<file path="config.mk">
export PLATFORM = sky130hd
export DESIGN_NAME = lafs_div
export DESIGN_NICKNAME = d
export VERILOG_FILES = /design/src/design/lafs_div.sv
export SDC_FILE = /design/constraint.sdc
export NUM_CORES = 2
export LEC_CHECK = 0
export BUFFER_PORTS_ARGS = -buffer_cell sky130_fd_sc_hd__buf_2
export CORE_UTILIZATION = 60
export DETAILED_ROUTE_END_ITERATION = 8
export HOLD_SLACK_MARGIN = 0.02
export PLACE_DENSITY_LB_ADDON = 0.05
export SKIP_CTS_REPAIR_TIMING = 1
export SYNTH_ARGS = -nofsm -noshare
export SYNTH_HDL_FRONTEND = slang
export SYNTH_SLANG_ARGS = --single-unit
</file>
<file path="constraint.sdc">
create_clock -name i_clk -period 7.3 [get_ports i_clk]
set_input_delay 2.19 -clock i_clk [delete_from_list [all_inputs] [get_ports i_clk]]
set_output_delay 2.19 -clock i_clk [all_outputs]
set_load 0.01 [all_outputs]
</file>
<file path="src/design/lafs_div.sv">
// Pipelined restoring divider, one quotient bit per register stage.
module lafs_div #(
    parameter int NW = 60,
    parameter int DW = 31,
    parameter int QW = 31
) (
    input  logic          i_clk,
    input  logic          i_en,
    input  logic [NW-1:0] i_num,
    input  logic [DW-1:0] i_den,
    output logic [QW-1:0] o_quo
);

    // The caller keeps the numerator below den * 2^QW, so the top part
    // starts out below the divisor.
    logic [DW-1:0] r_rem [QW];
    logic [QW-1:0] r_low [QW];
    logic [QW-1:0] r_quo [QW];
    logic [DW-1:0] r_den [QW];

    for (genvar s = 0; s < QW; s++) begin : g_stage
        logic [DW-1:0] rem_in;
        logic [QW-1:0] low_in;
        logic [QW-1:0] quo_in;
        logic [DW-1:0] den_in;
        logic [DW:0]   rem_sh;
        logic          take;

        if (s == 0) begin : g_first
            assign rem_in = DW'(i_num[NW-1:QW]);
            assign low_in = i_num[QW-1:0];
            assign quo_in = '0;
            assign den_in = i_den;
        end else begin : g_next
            assign rem_in = r_rem[s-1];
            assign low_in = r_low[s-1];
            assign quo_in = r_quo[s-1];
            assign den_in = r_den[s-1];
        end

        assign rem_sh = {rem_in, low_in[QW-1]};
        assign take   = rem_sh >= {1'b0, den_in};

        always_ff @(posedge i_clk) begin
            if (i_en) begin
                r_low[s] <= low_in << 1;
                r_den[s] <= den_in;
                r_quo[s] <= {quo_in[QW-2:0], take};
                r_rem[s] <= take ? DW'(rem_sh - {1'b0, den_in}) : DW'(rem_sh);
            end
        end
    end

    assign o_quo = r_quo[QW-1];

endmodule

</file>
==> impl_metrics.json <==
{
  "status": "complete, no violations",
  "worst_slew_pin_slew_ns": 1.17,
  "critPathMaxFanout": 47,
  "fmaxAchievable_mhz": 199,
  "die_y_um": 490,
  "clk_pin_slew_ns": 0.06,
  "synth_cells": 11583,
  "clk_path_buf_depth": 4,
  "grt.total_usage_pct": 25.5,
  "synthArstFlopShare_pct": 0,
  "nNetsFinal": 12987,
  "dr.pass1.iters": 6,
  "ys_ff_latch": 2821,
  "hold_class": "reg -> reg",
  "syn_area_um2": 143000,
  "holdPathStages": 0,
  "synth_cell_types": 82,
  "grt-ovfl-total": 0,
  "final-setup-viol-count": 0,
  "drv_cap": 0,
  "routabilityCongestion": 0.917,
  "drc": 0,
  "r2r_start": "r_low[1][119]",
  "synth_ff_type": "edfxtp_1",
  "wl_per_cell_um": 20.3,
  "initial_utilization_pct": 60.6,
  "r2r_cells": 14,
  "dr_total_vias": 89522,
  "die_x_um": 490,
  "synth_nets": 12666,
  "portBuffers": 123,
  "synth_edf_count": 2821,
  "worstHoldEndpoint": "r_quo[2][48]",
  "p_leak_nw": 63.9,
  "grt_pass1_vias": 87842,
  "path_class": "in -> reg",
  "dp_hpwl_mm": 229,
  "clock_latency_ns": 0.96,
  "min_period_ns": 5.01,
  "netlist.area_leader.share_pct": 59.3,
  "required_ns": 7.92,
  "cts-root-buf": "clkbuf_16",
  "cts_made_buffers": 311,
  "grt_pass1_wl_mm": 485,
  "grt_max_degree": 172,
  "dp_slack_ns": 1.39,
  "rrSetupSlack_ns": 2.68,
  "start_kind": "primary input",
  "skew_ns": 0.0852,
  "power_density_nw_per_um2": 448,
  "reg2reg_to": "r_rem[1][127]",
  "synth_area_leaders": "edfxtp_1 59%, ha_1 8.4%, a21oi_1 3.4%",
  "dieArea_um2": 240000,
  "finalHoldViolations": 0,
  "ys_seq_area_share_pct": 59.3,
  "final_max_slew_viol_count": 0,
  "syn2layout_area_growth_pct": 10.5,
  "core_area_um2": 236000,
  "avgViaCountPerCell": 5.86,
  "fin_crit_sh_pct": 68.7,
  "drive_gt1_share_pct": 9.13,
  "rsz0062_at_grt": "false",
  "ir_drop_mv": 0.287,
  "fin_ws_ns": 2.29,
  "arrival_ns": 5.64,
  "syn_avg_cell_area_um2": 12.3,
  "hp-start": "r_quo[2][16]",
  "antenna_found_initial": 13,
  "drtAntennaViolNets": 0,
  "pin_count": 124,
  "wl_mm": 310,
  "cts_max_level": 5,
  "endpoint_kind": "register",
  "yosysWarningCount": 0,
  "row_count": 178,
  "cts.sinks": 2821,
  "cts_tree": "built",
  "slew_headroom_pct": 22.3,
  "yosysTopAreaCell": "edfxtp_1",
  "setup_tns_ns": 0,
  "drt_iter0_markers": 6341
}
## Yosys cell counts (18+ instances only)
master / number
a211o_1: 27
a211oi_1: 64
a21boi_0: 44
a21o_1: 490
a21oi_1: 973
a31o_2: 19
a31oi_1: 93
and2_1: 39
and3_1: 81
and4_1: 23
buf_2: 22
clkbuf_1: 165
edfxtp_1: 2821
fa_1: 30
ha_1: 960
inv_1: 1176
mux2_2: 368
mux2i_1: 26
nand2_1: 622
nand2b_1: 141
nand3_1: 146
nand3b_1: 18
nand4_1: 148
nor2_1: 693
nor2b_1: 144
nor3_1: 103
nor4_1: 38
o2111ai_1: 20
o211ai_1: 35
o21a_1: 131
o21ai_0: 641
o21ai_1: 19
o21bai_1: 99
o31a_1: 24
o31ai_1: 44
o41ai_1: 19
or2_2: 40
or3_1: 41
xnor2_1: 496
xor2_1: 306
## worst max path at each step
stage	startpoint	endpoint	slack (ns)	depth (start not counted)
floorplan	i_den[1]	r_rem[0][23]	2.27	15
global placement	i_den[1]	r_rem[0][9]	1.42	14
detailed placement	i_den[1]	r_rem[0][18]	1.39	14
CTS	i_den[1]	r_rem[0][9]	2.34	14
global route	i_den[1]	r_rem[0][18]	2.06	14
finish	i_den[1]	r_rem[0][18]	2.29	14
## routing by layer
layer  global-route usage [%]  share of wire (%)  up-vias
met5                        0              0.016        -
met4                     9.38                3.7        8
met3                     3.09                4.0      661
met2                     45.9                 52     2187
met1                     31.4                 41    43369
li1                         -                  -    43297
## cell families after synthesis
group / count (synthesis) / share of synthesized area, %
AOI/OAI and AO/OA: 2890 / 12.5
DFF: 2821 / 59.3
and+or+nand+nor: 2310 / 7.70
buffers and inverters: 1376 / 3.64
adders and majority gates: 990 / 8.83
xor gates and xnor gates: 802 / 4.92
muxes: 394 / 3.08
## where the power goes
group,internal (mW),switching [mW]
Combinational,12.9,16.5
Clock,9.23,6.27
Sequential,23.4,2.46
## cell usage in the layout (no fill, tap or decap), drive strengths merged, types with 23 or more instances in the layout
| cell | Yosys | routed |
|---|---|---|
| mux2 | 368 | 368 |
| nor4 | 38 | 38 |
| or3 | 41 | 41 |
| a211o | 27 | 27 |
| o21bai | 99 | 99 |
| a211oi | 65 | 65 |
| o31ai | 45 | 45 |
| nor2 | 693 | 693 |
| o211ai | 35 | 35 |
| clkinv | 0 | 99 |
| bufinv | 0 | 36 |
| o21ai | 662 | 662 |
| o21a | 131 | 131 |
| a21o | 490 | 490 |
| nor3 | 103 | 103 |
| and3 | 81 | 81 |
| or2 | 40 | 40 |
| xnor2 | 496 | 496 |
| fa | 30 | 30 |
| a21boi | 46 | 46 |
| and4 | 23 | 23 |
| nand2 | 622 | 622 |
| and2 | 40 | 40 |
| nand2b | 141 | 141 |
| edfxtp | 2821 | 2821 |
| ha | 960 | 960 |
| xor2 | 306 | 306 |
| a21oi | 974 | 974 |
| clkbuf | 165 | 377 |
| nor2b | 144 | 144 |
| nand4 | 148 | 148 |
| nand3 | 146 | 146 |
| inv | 1176 | 1181 |
| mux2i | 26 | 26 |
| buf | 35 | 208 |
| o31a | 24 | 24 |
| a31oi | 93 | 93 |
## area by class of cell
type	instances	area, µm²
well taps	3150	3940
multi-input cells	7386	53100
clock buffers	377	8160
repair buffers	208	1530
fillers	17101	78100
flip-flops and latches	2821	84700
clock inverters	162	1860
diodes	9	22.5
inverters	1176	4410
## stage by stage
| step | utilization [%] | area, µm² | hold WS, ns | instances | power (mW) |
|---|---|---|---|---|---|
| floorplan | - | 143000 | 0.400 | 11583 | 47.4 |
| global placement | 62.6 | 148000 | 0.400 | 14741 | 54.5 |
| detailed placement | 62.6 | 148000 | 0.405 | 14741 | 55.2 |
| CTS | 66.9 | 158000 | 0.363 | 15280 | 71.0 |
| global route | 66.9 | 158000 | 0.358 | 15285 | 75.2 |
| finish | 66.9 | 158000 | 0.359 | 15289 | 70.7 |
## worst max-delay path: stages
cell and delay, ns:
buf_2 0.12, inv_1 0.05, ha_1 0.28, nor2b_1 0.13, o21a_1 0.21, o21ai_0 0.33, a21oi_1 0.13, o31ai_1 0.37
a31oi_1 0.31, a221o_1 0.39, o21ai_0 0.36, o21ai_4 0.08, buf_4 0.31, mux2_2 0.34
## flip-flops by register name, indices dropped and copies added (netlist names)
signal and cells:
r_den 930, r_rem 930, r_quo 496, r_low 465
No activity file was read; power rests on OpenSTA's default activity.
