$ cat config.mk
export PLATFORM = sky130hd
export DESIGN_NAME = lafs_isqrt
export DESIGN_NICKNAME = d
export VERILOG_FILES = /design/src/design/lafs_isqrt.sv
export SDC_FILE = /design/constraint.sdc
export NUM_CORES = 2
export LEC_CHECK = 0
export BUFFER_PORTS_ARGS = -buffer_cell sky130_fd_sc_hd__clkbuf_2
export CAP_MARGIN = 25
export CORE_ASPECT_RATIO = 0.9
export CORE_UTILIZATION = 28
export DETAILED_ROUTE_END_ITERATION = 7
export PLACE_DENSITY = 0.38
export SLEW_MARGIN = 20
export SYNTH_ARGS = -nofsm -noshare
export SYNTH_HDL_FRONTEND = slang
export SYNTH_SLANG_ARGS = --single-unit
$ cat constraint.sdc
create_clock -name i_clk -period 10.04 [get_ports i_clk]
set_input_delay 0.502 -clock i_clk [delete_from_list [all_inputs] [get_ports i_clk]]
set_output_delay 0.502 -clock i_clk [all_outputs]
set_load 0.01 [all_outputs]
$ cat src/design/lafs_isqrt.sv
// Pipelined integer square root, one result bit per register stage.
module lafs_isqrt #(
    parameter int OW = 31
) (
    input  logic            i_clk,
    input  logic            i_en,
    input  logic [2*OW-1:0] i_rad,
    output logic [OW-1:0]   o_root
);

    localparam int RW = OW + 2;

    logic [2*OW-1:0] r_rad  [OW];
    logic [RW-1:0]   r_rem  [OW];
    logic [OW-1:0]   r_root [OW];

    for (genvar s = 0; s < OW; s++) begin : g_stage
        logic [2*OW-1:0] rad_in;
        logic [RW-1:0]   rem_in;
        logic [OW-1:0]   root_in;
        logic [RW-1:0]   rem_sh;
        logic [RW-1:0]   trial;

        if (s == 0) begin : g_first
            assign rad_in  = i_rad;
            assign rem_in  = '0;
            assign root_in = '0;
        end else begin : g_next
            assign rad_in  = r_rad[s-1];
            assign rem_in  = r_rem[s-1];
            assign root_in = r_root[s-1];
        end

        // Bring down the next pair of radicand bits and try root*4+1.
        assign rem_sh = {rem_in[RW-3:0], rad_in[2*OW-1 -: 2]};
        assign trial  = {root_in, 2'b01};

        always_ff @(posedge i_clk) begin
            if (i_en) begin
                r_rad[s] <= {rad_in[2*OW-3:0], 2'b00};
                if (rem_sh >= trial) begin
                    r_rem[s]  <= rem_sh - trial;
                    r_root[s] <= {root_in[OW-2:0], 1'b1};
                end else begin
                    r_rem[s]  <= rem_sh;
                    r_root[s] <= {root_in[OW-2:0], 1'b0};
                end
            end
        end
    end

    assign o_root = r_root[OW-1];

endmodule

==> impl_metrics.py <==
metrics = {
    "synth": {
        "ys_types": 85,
        "syn-cell-area_mm2": 0.108,
        "yosys-top-cells-count": "sky130_fd_sc_hd__edfxtp_1, sky130_fd_sc_hd__inv_1, sky130_fd_sc_hd__nand2_1, sky130_fd_sc_hd__ha_1, sky130_fd_sc_hd__o21ai_0",
        "net_count_after_synthesis": 8929,
        "synth.most_common_cell": "sky130_fd_sc_hd__edfxtp_1",
        "synth_sequential_area_ratio_pct": 64.6,
        "post-synth-top-area-fraction_pct": 64.6,
        "syn_inst": 8336,
        "postSynthRegisterBits": 2313,
        "asyncSetResetFlopFracSynth_pct": 0,
        "synth-main-ff-cell": "sky130_fd_sc_hd__edfxtp_1",
        "synth_enable_flop_cells": 2312,
        "synth_area_leaders": "sky130_fd_sc_hd__edfxtp_1, sky130_fd_sc_hd__ha_1, sky130_fd_sc_hd__xor2_1",
        "synth.avg_cell_area_um2": 12.9,
        "post-synth-top-area-cell": "sky130_fd_sc_hd__edfxtp_1",
        "yosysWarnings": 0,
    },
    "floorplanning": {
        "die-height_um": 590,
        "coreArea_mm2": 0.382,
        "chipWidth_um": 655,
        "fp-row-count": 215,
        "floorplan.initialDensity_pct": 28.2,
        "io_pins": 95,
        "die_area_mm2": 0.387,
    },
    "clock_network": {
        "cts_tree": "yes",
        "clock_slew_seen_by_the_registers_of_the_worst_setup_and_hold_paths_ns": 0.06,
        "htreeDepth": 5,
        "tritoncts_num_sinks": 2313,
        "worst_case_clock_buffer_depth": 4,
        "numCtsBuffers": 288,
        "clock_latency_ns": 0.90,
        "post-cts-setup-buffers": 0,
        "cts_root_buffer": "sky130_fd_sc_hd__clkbuf_16",
    },
    "grt": {
        "grt_pass1_wl_um": 391000,
        "globalRoute.totalOverflow": 0,
        "met1_usage_pct": 17.9,
        "use_met2_pct": 21.2,
        "grt_max_degree": 161,
        "global_route.peak_usage_layer": "met2",
        "grt_antenna_before_repair": 9,
        "grt_usage_pct": 12.9,
        "gr-usage-met3_pct": 1.70,
        "first_global_vias": 64000,
    },
    "placement": {
        "cell_count_after_placement": 13400,
        "preCtsSetupSlack_ns": 5.53,
        "io_buffer_count": 94,
        "gpl.final_weighted_congestion": 0.814,
        "post-dp-hpwl_um": 182000,
    },
    "route": {
        "routed_wire_length_per_instance_um": 18.2,
        "vias_post_dr": 64500,
        "vias_per_cell": 4.61,
        "remaining_drc_errors": 0,
        "drtAntennaViolNets": 0,
        "1st_iter_drt_viols": 4302,
        "wl_um": 255000,
        "detailedRoute.firstPassIterationCount": 6,
    },
    "timing": {
        "timing.final.max_slew_violations": 0,
        "tightest_slew_ns": 1.02,
        "timing.clock.skew_ns": 0.0459,
        "finalSetupViolCount": 0,
        "timing.fmax_mhz": 224,
        "max-slew-margin-rel_pct": 31.9,
        "grt_setup_unrepaired": "false",
        "finalSetupTns_ns": 0,
        "timing.hold.ws_ns": 0.310,
        "final_worst_path_period_share_pct": 44.6,
        "report.final.hold_viol_count": 0,
        "final.min_clock_period_ns": 4.47,
        "finalWorstSetupSlack_ns": 5.57,
    },
    "setup_path": {
        "worstSetupStartpointType": "flip-flop",
        "critical_path_peak_fanout": 22,
        "cp-end-kind": "flip-flop",
        "critPathKind": "flip-flop to flip-flop",
        "worst_ep_required_time_ns": 10.69,
        "cp.arrival_ns": 5.12,
    },
    "pwr": {
        "ir_worst_vdd_uv": 115,
        "sequential_power_share_pct": 45.2,
        "power.clock.fraction_pct": 33.9,
        "power.net_switching_uw": 8620,
        "sw_frac_of_total_pct": 29.4,
        "internal_power_summed_over_all_cells_uw": 20700,
        "combPwrFrac_pct": 20.9,
        "power.density_cell_area_mw_per_mm2": 236,
        "leakage_uw": 0.0460,
    },
    "final_layout": {
        "stdcell_count": 14000,
        "flow.area_growth_from_synthesis_pct": 15.3,
        "post-route-util_pct": 32.5,
        "final.fill_count": 37700,
        "design.final.nets": 9255,
        "drive_above_1_share_pct": 8.07,
    },
    "hold_path": {
        "holdCritPathClass": "input port to flip-flop",
    },
    "outcome": {
        "run_status": "finished, final reports clean",
    },
    "job": {
        "cap_violations": 0,
    },
}
==> worst max-delay path, cell delays in order, from the launching register on <==
cell	delay [ns]
sky130_fd_sc_hd__edfxtp_1	0.43
sky130_fd_sc_hd__ha_1	0.28
sky130_fd_sc_hd__or3_1	0.41
sky130_fd_sc_hd__o22a_1	0.22
sky130_fd_sc_hd__a2111oi_1	0.87
sky130_fd_sc_hd__o221ai_1	0.39
sky130_fd_sc_hd__and2_1	0.30
sky130_fd_sc_hd__nor2_2	0.62
sky130_fd_sc_hd__buf_4	0.34
sky130_fd_sc_hd__mux2_2	0.36
==> kinds of logic (layout without fill, tap and decap cells) <==
logic type | after synthesis | in the layout | share of synthesized area (%)
compound gates | 1639 | 1639 | 9.36
xor+xnor | 733 | 733 | 5.97
fa+ha+maj | 529 | 529 | 6.16
buf+inv | 834 | 1384 | 2.92
flops | 2313 | 2313 | 64.6
mux | 71 | 71 | 0.734
other cells | 0 | 3 | 0
simple gates | 2217 | 2217 | 10.3
==> power by group through the flow <==
stage	combinational [uW]	clock, uW	sequential [uW]
global route	6880	10700	13400
CTS	6180	10400	13300
finish	6110	9950	13200
detailed placement	6100	0	13500
global placement	6100	0	13500
floorplan	4550	0	13000
==> layout by cell type, fill, tap and decap left out, types with 81 or more instances in the layout <==
cell type                   instances
sky130_fd_sc_hd__o21ai_0          492
sky130_fd_sc_hd__nor2_1           483
sky130_fd_sc_hd__ha_1             529
sky130_fd_sc_hd__a21o_1           173
sky130_fd_sc_hd__edfxtp_1        2312
sky130_fd_sc_hd__nor4_1           101
sky130_fd_sc_hd__or3_1             94
sky130_fd_sc_hd__inv_1            644
sky130_fd_sc_hd__o21a_1            81
sky130_fd_sc_hd__nand2b_1          98
sky130_fd_sc_hd__xor2_1           389
sky130_fd_sc_hd__nor3_1           215
sky130_fd_sc_hd__clkbuf_2          93
sky130_fd_sc_hd__nand4_1           84
sky130_fd_sc_hd__clkbuf_16        295
sky130_fd_sc_hd__xnor2_1          344
sky130_fd_sc_hd__nand2_1          621
sky130_fd_sc_hd__nand3_1          120
sky130_fd_sc_hd__a21oi_1          479
==> state kept, by name, summed over array words and instances (netlist names) <==
name and count:
r_rad 930, r_rem 887, r_root 496
==> final cells by class <==
type                       count  area, um^2  area share, %
timing repair buffer         223        1720           1.39
clock inverter               148        1260           1.02
multi-input combinational   5189       35100           28.3
inverter                     647        2430           1.96
antenna                        3        7.51        0.00606
tap                         5099        6380           5.15
clock buffer                 366        7650           6.17
sequential                  2313       69400           56.0
==> final timing paths <==
check	start	end	slack [ns]	depth (start not counted)
setup / recovery	r_rem[1][167]$_DFFE_PP_	r_rem[1][202]$_DFFE_PP_	5.57	9
hold / removal	i_rad[36]	r_rad[0][36]$_DFFE_PP_	0.31	2
setup reg to reg	r_rem[1][167]$_DFFE_PP_	r_rem[1][202]$_DFFE_PP_	5.57	9
hold reg to reg	r_rad[1][287]$_DFFE_PP_	r_rad[1][349]$_DFFE_PP_	0.39	0
==> timing repair <==
action,CTS,global route
hold endpoints to repair,74,0
resized for setup,0,0
setup endpoints to repair,0,0
hold buffers,63,0
==> metal layers <==
layer	part of all wire (%)	up-vias
met5	0	-
met4	2.6	0
met3	3.7	410
met2	47	1140
met1	47	31400
li1	-	31500
==> stage by stage <==
stage	area [um^2]	power, uW
floorplan	108000	17500
global placement	114000	19600
detailed placement	114000	19600
CTS	124000	29900
global route	124000	31000
finish	124000	29300
Note: power is estimated with default switching activity, not from simulation.
